`src/rtl/cte_pkg.sv`:
```
package cte_pkg;

  // Output encoding selected by the configuration register.
  typedef enum logic [2:0] {
    ENC_ANSI    = 3'd0,
    ENC_UTF8    = 3'd1,
    ENC_UTF16LE = 3'd2,
    ENC_UTF16BE = 3'd3,
    ENC_UTF32LE = 3'd4,
    ENC_UTF32BE = 3'd5
  } encoding_t;

  localparam encoding_t ENCODING_RESET = ENC_UTF8;

  // Range limits of the variable-length encodings.
  localparam logic [31:0] UTF8_MAX_1BYTE = 32'h0000_007F;
  localparam logic [31:0] UTF8_MAX_2BYTE = 32'h0000_07FF;
  localparam logic [31:0] BMP_MAX        = 32'h0000_FFFF;
  localparam logic [31:0] UNICODE_MAX    = 32'h0010_FFFF;
  localparam logic [20:0] SUPP_OFFSET    = 21'h01_0000;

  // Surrogate unit prefixes: high 0xD800, low 0xDC00.
  localparam logic [5:0] SURR_HI_PREFIX = 6'b110110;
  localparam logic [5:0] SURR_LO_PREFIX = 6'b110111;

  localparam logic [2:0] MAX_BYTES = 3'd4;

  // One encoded result: bytes in stream order and the valid byte count.
  typedef struct packed {
    logic [3:0][7:0] bytes;
    logic [2:0]      count;
  } enc_result_t;

endpackage

```
`src/rtl/cte_encode_core.sv`:
```
module cte_encode_core
  import cte_pkg::*;
(
  input  logic [31:0] code_point,
  input  encoding_t   encoding,
  output enc_result_t result
);

  logic [20:0] supp_v;
  logic [15:0] unit_hi;
  logic [15:0] unit_lo;

  // Surrogate pair units for supplementary-plane code points.
  always_comb begin
    supp_v  = code_point[20:0] - SUPP_OFFSET;
    unit_hi = {SURR_HI_PREFIX, supp_v[19:10]};
    unit_lo = {SURR_LO_PREFIX, supp_v[9:0]};
  end

  // Byte assembly per encoding; unused bytes stay zero.
  always_comb begin
    result = '0;
    case (encoding)
      ENC_ANSI: begin
        result.bytes[0] = code_point[7:0];
        result.count    = 3'd1;
      end
      ENC_UTF8: begin
        if (code_point <= UTF8_MAX_1BYTE) begin
          result.bytes[0] = code_point[7:0];
          result.count    = 3'd1;
        end else if (code_point <= UTF8_MAX_2BYTE) begin
          result.bytes[0] = {3'b110, code_point[10:6]};
          result.bytes[1] = {2'b10, code_point[5:0]};
          result.count    = 3'd2;
        end else if (code_point <= BMP_MAX) begin
          result.bytes[0] = {4'b1110, code_point[15:12]};
          result.bytes[1] = {2'b10, code_point[11:6]};
          result.bytes[2] = {2'b10, code_point[5:0]};
          result.count    = 3'd3;
        end else if (code_point <= UNICODE_MAX) begin
          result.bytes[0] = {5'b11110, code_point[20:18]};
          result.bytes[1] = {2'b10, code_point[17:12]};
          result.bytes[2] = {2'b10, code_point[11:6]};
          result.bytes[3] = {2'b10, code_point[5:0]};
          result.count    = MAX_BYTES;
        end
      end
      ENC_UTF16LE: begin
        if (code_point <= BMP_MAX) begin
          result.bytes[0] = code_point[7:0];
          result.bytes[1] = code_point[15:8];
          result.count    = 3'd2;
        end else if (code_point <= UNICODE_MAX) begin
          result.bytes[0] = unit_hi[7:0];
          result.bytes[1] = unit_hi[15:8];
          result.bytes[2] = unit_lo[7:0];
          result.bytes[3] = unit_lo[15:8];
          result.count    = MAX_BYTES;
        end
      end
      ENC_UTF16BE: begin
        if (code_point <= BMP_MAX) begin
          result.bytes[0] = code_point[15:8];
          result.bytes[1] = code_point[7:0];
          result.count    = 3'd2;
        end else if (code_point <= UNICODE_MAX) begin
          result.bytes[0] = unit_hi[15:8];
          result.bytes[1] = unit_hi[7:0];
          result.bytes[2] = unit_lo[15:8];
          result.bytes[3] = unit_lo[7:0];
          result.count    = MAX_BYTES;
        end
      end
      ENC_UTF32LE: begin
        result.bytes = code_point;
        result.count = MAX_BYTES;
      end
      ENC_UTF32BE: begin
        result.bytes[0] = code_point[31:24];
        result.bytes[1] = code_point[23:16];
        result.bytes[2] = code_point[15:8];
        result.bytes[3] = code_point[7:0];
        result.count    = MAX_BYTES;
      end
      default: begin
        result = '0;
      end
    endcase
  end

endmodule

```
`src/rtl/codepoint_to_utf_encoder_top.sv`:
```
// Each accepted item passes through the input register and then the result register to the outputs.
// Throughput: one code point per cycle; busy is always low since the encoder is a single pass.
// Each result is shown for one cycle with out_valid; the receiver cannot stall it.
// Reset (synchronous, rst_n low) clears the pipeline valid flags and sets the encoding to UTF-8.
module codepoint_to_utf_encoder_top
  import cte_pkg::*;
(
  input  logic        clk,
  input  logic        rst_n,
  input  logic        start,
  output logic        busy,
  input  logic [31:0] in_code_point,
  output logic        out_valid,
  output logic [7:0]  out_byte_0,
  output logic [7:0]  out_byte_1,
  output logic [7:0]  out_byte_2,
  output logic [7:0]  out_byte_3,
  output logic [2:0]  out_byte_count,
  input  logic        cfg_we,
  input  logic [2:0]  cfg_encoding
);

  encoding_t   encoding_r;
  logic        in_valid_r;
  logic [31:0] code_point_r;
  logic        out_valid_r;
  enc_result_t result_r;
  enc_result_t result_nxt;

  assign busy = 1'b0;

  // Configuration register.
  always_ff @(posedge clk) begin
    if (!rst_n) begin
      encoding_r <= ENCODING_RESET;
    end else if (cfg_we) begin
      encoding_r <= encoding_t'(cfg_encoding);
    end
  end

  // Input stage: capture each accepted item.
  always_ff @(posedge clk) begin
    if (!rst_n) begin
      in_valid_r <= 1'b0;
    end else begin
      in_valid_r <= start && !busy;
    end
  end

  always_ff @(posedge clk) begin
    if (start && !busy) begin
      code_point_r <= in_code_point;
    end
  end

  // Combinational encoder between the two register stages.
  cte_encode_core u_core (
    .code_point (code_point_r),
    .encoding   (encoding_r),
    .result     (result_nxt)
  );

  // Result stage.
  always_ff @(posedge clk) begin
    if (!rst_n) begin
      out_valid_r <= 1'b0;
    end else begin
      out_valid_r <= in_valid_r;
    end
  end

  always_ff @(posedge clk) begin
    if (in_valid_r) begin
      result_r <= result_nxt;
    end
  end

  assign out_valid      = out_valid_r;
  assign out_byte_0     = result_r.bytes[0];
  assign out_byte_1     = result_r.bytes[1];
  assign out_byte_2     = result_r.bytes[2];
  assign out_byte_3     = result_r.bytes[3];
  assign out_byte_count = result_r.count;

  // Every accepted item reaches the output through the input register and the result register.
  a_two_cycle_latency: assert property (@(posedge clk) disable iff (!rst_n)
    (start && !busy) |=> ##1 out_valid_r)
    else $error("accepted item did not produce a result two cycles later");

  // A result strobe always stems from a captured item.
  a_no_spurious_result: assert property (@(posedge clk) disable iff (!rst_n)
    out_valid_r |-> $past(in_valid_r))
    else $error("result strobe without a captured item");

  // The byte count never exceeds four.
  a_count_range: assert property (@(posedge clk) disable iff (!rst_n)
    out_valid_r |-> (out_byte_count <= MAX_BYTES))
    else $error("byte count out of range");

  // An unencodable item gives all-zero bytes.
  a_zero_when_empty: assert property (@(posedge clk) disable iff (!rst_n)
    (out_valid_r && out_byte_count == 3'd0) |-> (result_r.bytes == '0))
    else $error("nonzero bytes with zero byte count");

  // Bytes past a single-byte result are zero.
  a_single_byte_clean: assert property (@(posedge clk) disable iff (!rst_n)
    (out_valid_r && out_byte_count == 3'd1) |->
      (out_byte_1 == 8'd0 && out_byte_2 == 8'd0 && out_byte_3 == 8'd0))
    else $error("stale bytes beyond a one-byte result");

endmodule

```
`config.mk`:
```
export PLATFORM = sky130hd
export DESIGN_NAME = codepoint_to_utf_encoder_top
export DESIGN_NICKNAME = d
export VERILOG_FILES = /design/src/rtl/cte_pkg.sv /design/src/rtl/cte_encode_core.sv /design/src/rtl/codepoint_to_utf_encoder_top.sv
export SDC_FILE = /design/constraint.sdc
export NUM_CORES = 1
export LEC_CHECK = 0
export BUFFER_PORTS_ARGS = -buffer_cell sky130_fd_sc_hd__buf_2
export CAP_MARGIN = 40
export CORE_ASPECT_RATIO = 0.8
export CORE_MARGIN = 8
export CORE_UTILIZATION = 60
export DETAILED_ROUTE_END_ITERATION = 10
export PLACE_DENSITY = 0.85
export SLEW_MARGIN = 20
export SYNTH_ARGS = -nofsm -noshare
export SYNTH_HDL_FRONTEND = slang
export SYNTH_HIERARCHICAL = 1
export SYNTH_SLANG_ARGS = --single-unit
```
`constraint.sdc`:
```
create_clock -name clk -period 6.55 [get_ports clk]
set_input_delay 1.6375 -clock clk [delete_from_list [all_inputs] [get_ports clk]]
set_output_delay 1.6375 -clock clk [all_outputs]
set_load 0.02 [all_outputs]
```
==> reports/metrics.cfg <==
[outcome]
status=complete, no violations

[setup_path]
cpMaxStageDelayCell=nor2_1
r2r_cells=9
cp_top_family=simple AND/OR/NAND/NOR gates
critPathBufInv=3
crit_cells=9
worstSetupPathType=reg2reg
cp-start-kind=register
cp-end-kind=register
crit_top_cell=buf_4
crit_chain=inv_1, ha_1, nor3b_2, buf_4, xnor2_1, buf_4, nor2_1, a21oi_1, o21ai_0
critPathMaxFanout=23
worstPathRequired_ns=6.73
critical_path_arrival_ns=3.60
cp_slowest_stage_delay_ns=0.77

[grt]
busiest_layer=met2
grt_pass1_vias=3649
met1_usage_pct=37.22
grt_max_degree=37
grt_first_pass_wirelength_microns=20690
grt_util_met2_pct=37.36
grtUsageMet3_pct=11.77
globalRouteOverflowTotal=0
grtUsageTotal_pct=27.79
antenna_found_initial=0

[clock_tree]
post_cts_buffers=0
cts_tree=yes
cts_root_buf=clkbuf_8
cts.sinks=72
clock_path_buffers=2
cts_buffers=9
htree_levels=3
cts_resized=0
clkSlewWorstSetupHoldPaths_ns=0.08
clk_latency_ns=0.36
cts_hold_buf=0

[final_layout]
layout_common_cells=buf_2 (74), edfxtp_1 (67), nand2_1 (34), nor2_1 (25)
fin_nets=492
area_growth_syn_to_layout_pct=13.80
diodes=0
multiInputGateArea_sq_um=1799
nFillCells=526
drive_above_1_share_pct=23.63
final_common_cell=buf_2
register_area_sq_um=2112

[sta]
tightest_slew_ns=0.9914
finalSetupViolations=0
finClkSkew_ns=0.009424
rsz0062_at_grt=false
period_needed_ns=3.421
maxClockFrequency_ghz=0.2923
min_period_over_period_pct=52.22
setup_tns_ns=0
slew_headroom_pct=33.66
final-hold-violation-count=0
finalMaxSlewViolations=0

[logic_synthesis]
syn_nets=436
synth-adder-area-share_pct=0.5510
synth-edff-count=67
syn_area_per_cell_sq_um=10.32
synth_cell_types=61
yosys.area_share.simple_pct=17.81
netlist_area_sq_um=4088
synth_mux_area_share_pct=4.408
yosysWarningCount=6
synth_top_family_by_area=compound AO/OA/AOI/OAI gates
synth_compound_area_share_pct=20.17
yosysTopAreaCellShare_pct=49.22
yosysSeqAreaShare_pct=51.67
ys.flop_type=edfxtp_1
synth_top_cell_by_area=edfxtp_1
synthTopCellsByArea=edfxtp_1 (49%), mux2i_1 (4.4%), nand2_1 (3.1%), a21oi_1 (2.7%), o21ai_0 (2.7%)
async_flop_share_pct=0
synth_xor_area_share_pct=0.6428
synthCells=396
ys_ff_latch=72

[detailed_routing]
wl_microns=13780
dr.pass1.iters=7
drt_iter0_drc=884
route.detailed.drc=0
ant_nets=0
vias=3950
avgRoutedWirePerCell_microns=25.33
vias_per_cell=7.261

[floorplan]
rows=27
io-pin-count=76
die_area_sq_um=9726
die_w_microns=108.3
start_util_pct=60.50
die_y_microns=89.83
coreArea_sq_um=6756

[placement]
port_buffers=74
gp_congestion=1.081
post-dp-hpwl_microns=9525

[flow_run]
cap_violations=0

[min_path]
hp-class=reg2reg
hold_depth=1

[pwr]
powerDensity_nw_per_um2=224.3
power_mw=1.043
ir_worst_vdd_mv=0.1580
p_leak_nw=1.745

## through the flow
step | instances | instance area [sq um] | worst slack (ns) | hold slack [ns] | utilization [%]
after floorplan | 396 | 4088 | 4.014 | 0.4531 | -
after global placement | 525 | 4449 | 3.372 | 0.6060 | 65.85
after detailed placement | 526 | 4466 | 3.348 | 0.6209 | 66.09
after CTS | 542 | 4636 | 3.328 | 0.6421 | 68.61
after global routing | 544 | 4652 | 3.016 | 0.6727 | 68.85
final | 544 | 4652 | 3.129 | 0.6493 | 68.85
## synth_stat cells (all sizes together), types with 2 or more instances
cell     number
edfxtp       67
nand2        34
clkbuf       27
nor2         25
a21oi        22
o21ai        22
nand3        20
mux2i        18
nor3         11
buf          10
nor4          9
inv           8
nand2b        8
a221o         7
o211ai        7
o22ai         7
nand4         6
o31ai         6
or4           6
a31oi         5
dfxtp         5
a211oi        4
a21o          4
a221oi        4
a22oi         4
nor2b         4
o311ai        4
a22o          3
a32oi         3
o2111ai       3
o32ai         3
or3b          3
a21boi        2
a311oi        2
and2          2
nor3b         2
xnor2         2
## cell families after synthesis
kind of cell | after synthesis
adder cells (fa/ha/maj) | 2
buffers and inverters | 45
flip-flops | 72
AO/OA/AOI/OAI | 118
AND/OR/NAND/NOR | 137
XOR/XNOR | 3
other | 1
multiplexers | 18
## worst paths after layout
check / slack, ns / startpoint / end
max: 3.13 / code_point_r[17] / out_byte_2[2]
min: 0.65 / code_point_r[29] / out_byte_3[5]
max reg2reg: 3.13 / code_point_r[17] / out_byte_2[2]
min reg2reg: 0.65 / code_point_r[29] / out_byte_3[5]
## metal layers
layer / up-vias / share of wire (%)
li1: 1661 / -
met1: 1782 / 37
met2: 424 / 40
met3: 81 / 18
met4: 2 / 4.9
met5: - / 0.18
## worst register-to-register path, delay by kind of cell (launching register included)
kind                     cells  cell delay, ns
XOR/XNOR                     1            0.11
AO/OA/AOI/OAI                2            0.30
adder cells (fa/ha/maj)      1            0.32
AND/OR/NAND/NOR              2            1.31
flip-flops                   1            0.47
buffers and inverters        3            0.73
## sequential cells by signal, summed over array words and instances (netlist names)
register and flops:
out_valid 1, out_byte_3 8, code_point_r 32, out_byte_count 3
out_byte_0 8, out_byte_2 8, in_valid_r 1, out_byte_1 8
encoding_r 3
## power by group
part	leakage, nW	total (mW)	switching [mW]	internal, mW
Sequential	0.704	0.580	0.0463	0.534
Clock	0.0814	0.319	0.182	0.136
Combinational	0.959	0.145	0.0933	0.0514
Total	1.74	1.04	0.322	0.722
## layout make-up
class	instances	area share (%)
sequential	72	45.40
clock buffer	9	2.663
multi-input combinational	279	38.68
inverter	8	0.6455
timing repair buffer	82	9.279
tap	87	2.340
clock inverter	7	0.9952
No activity file was read; power rests on OpenSTA's default activity.
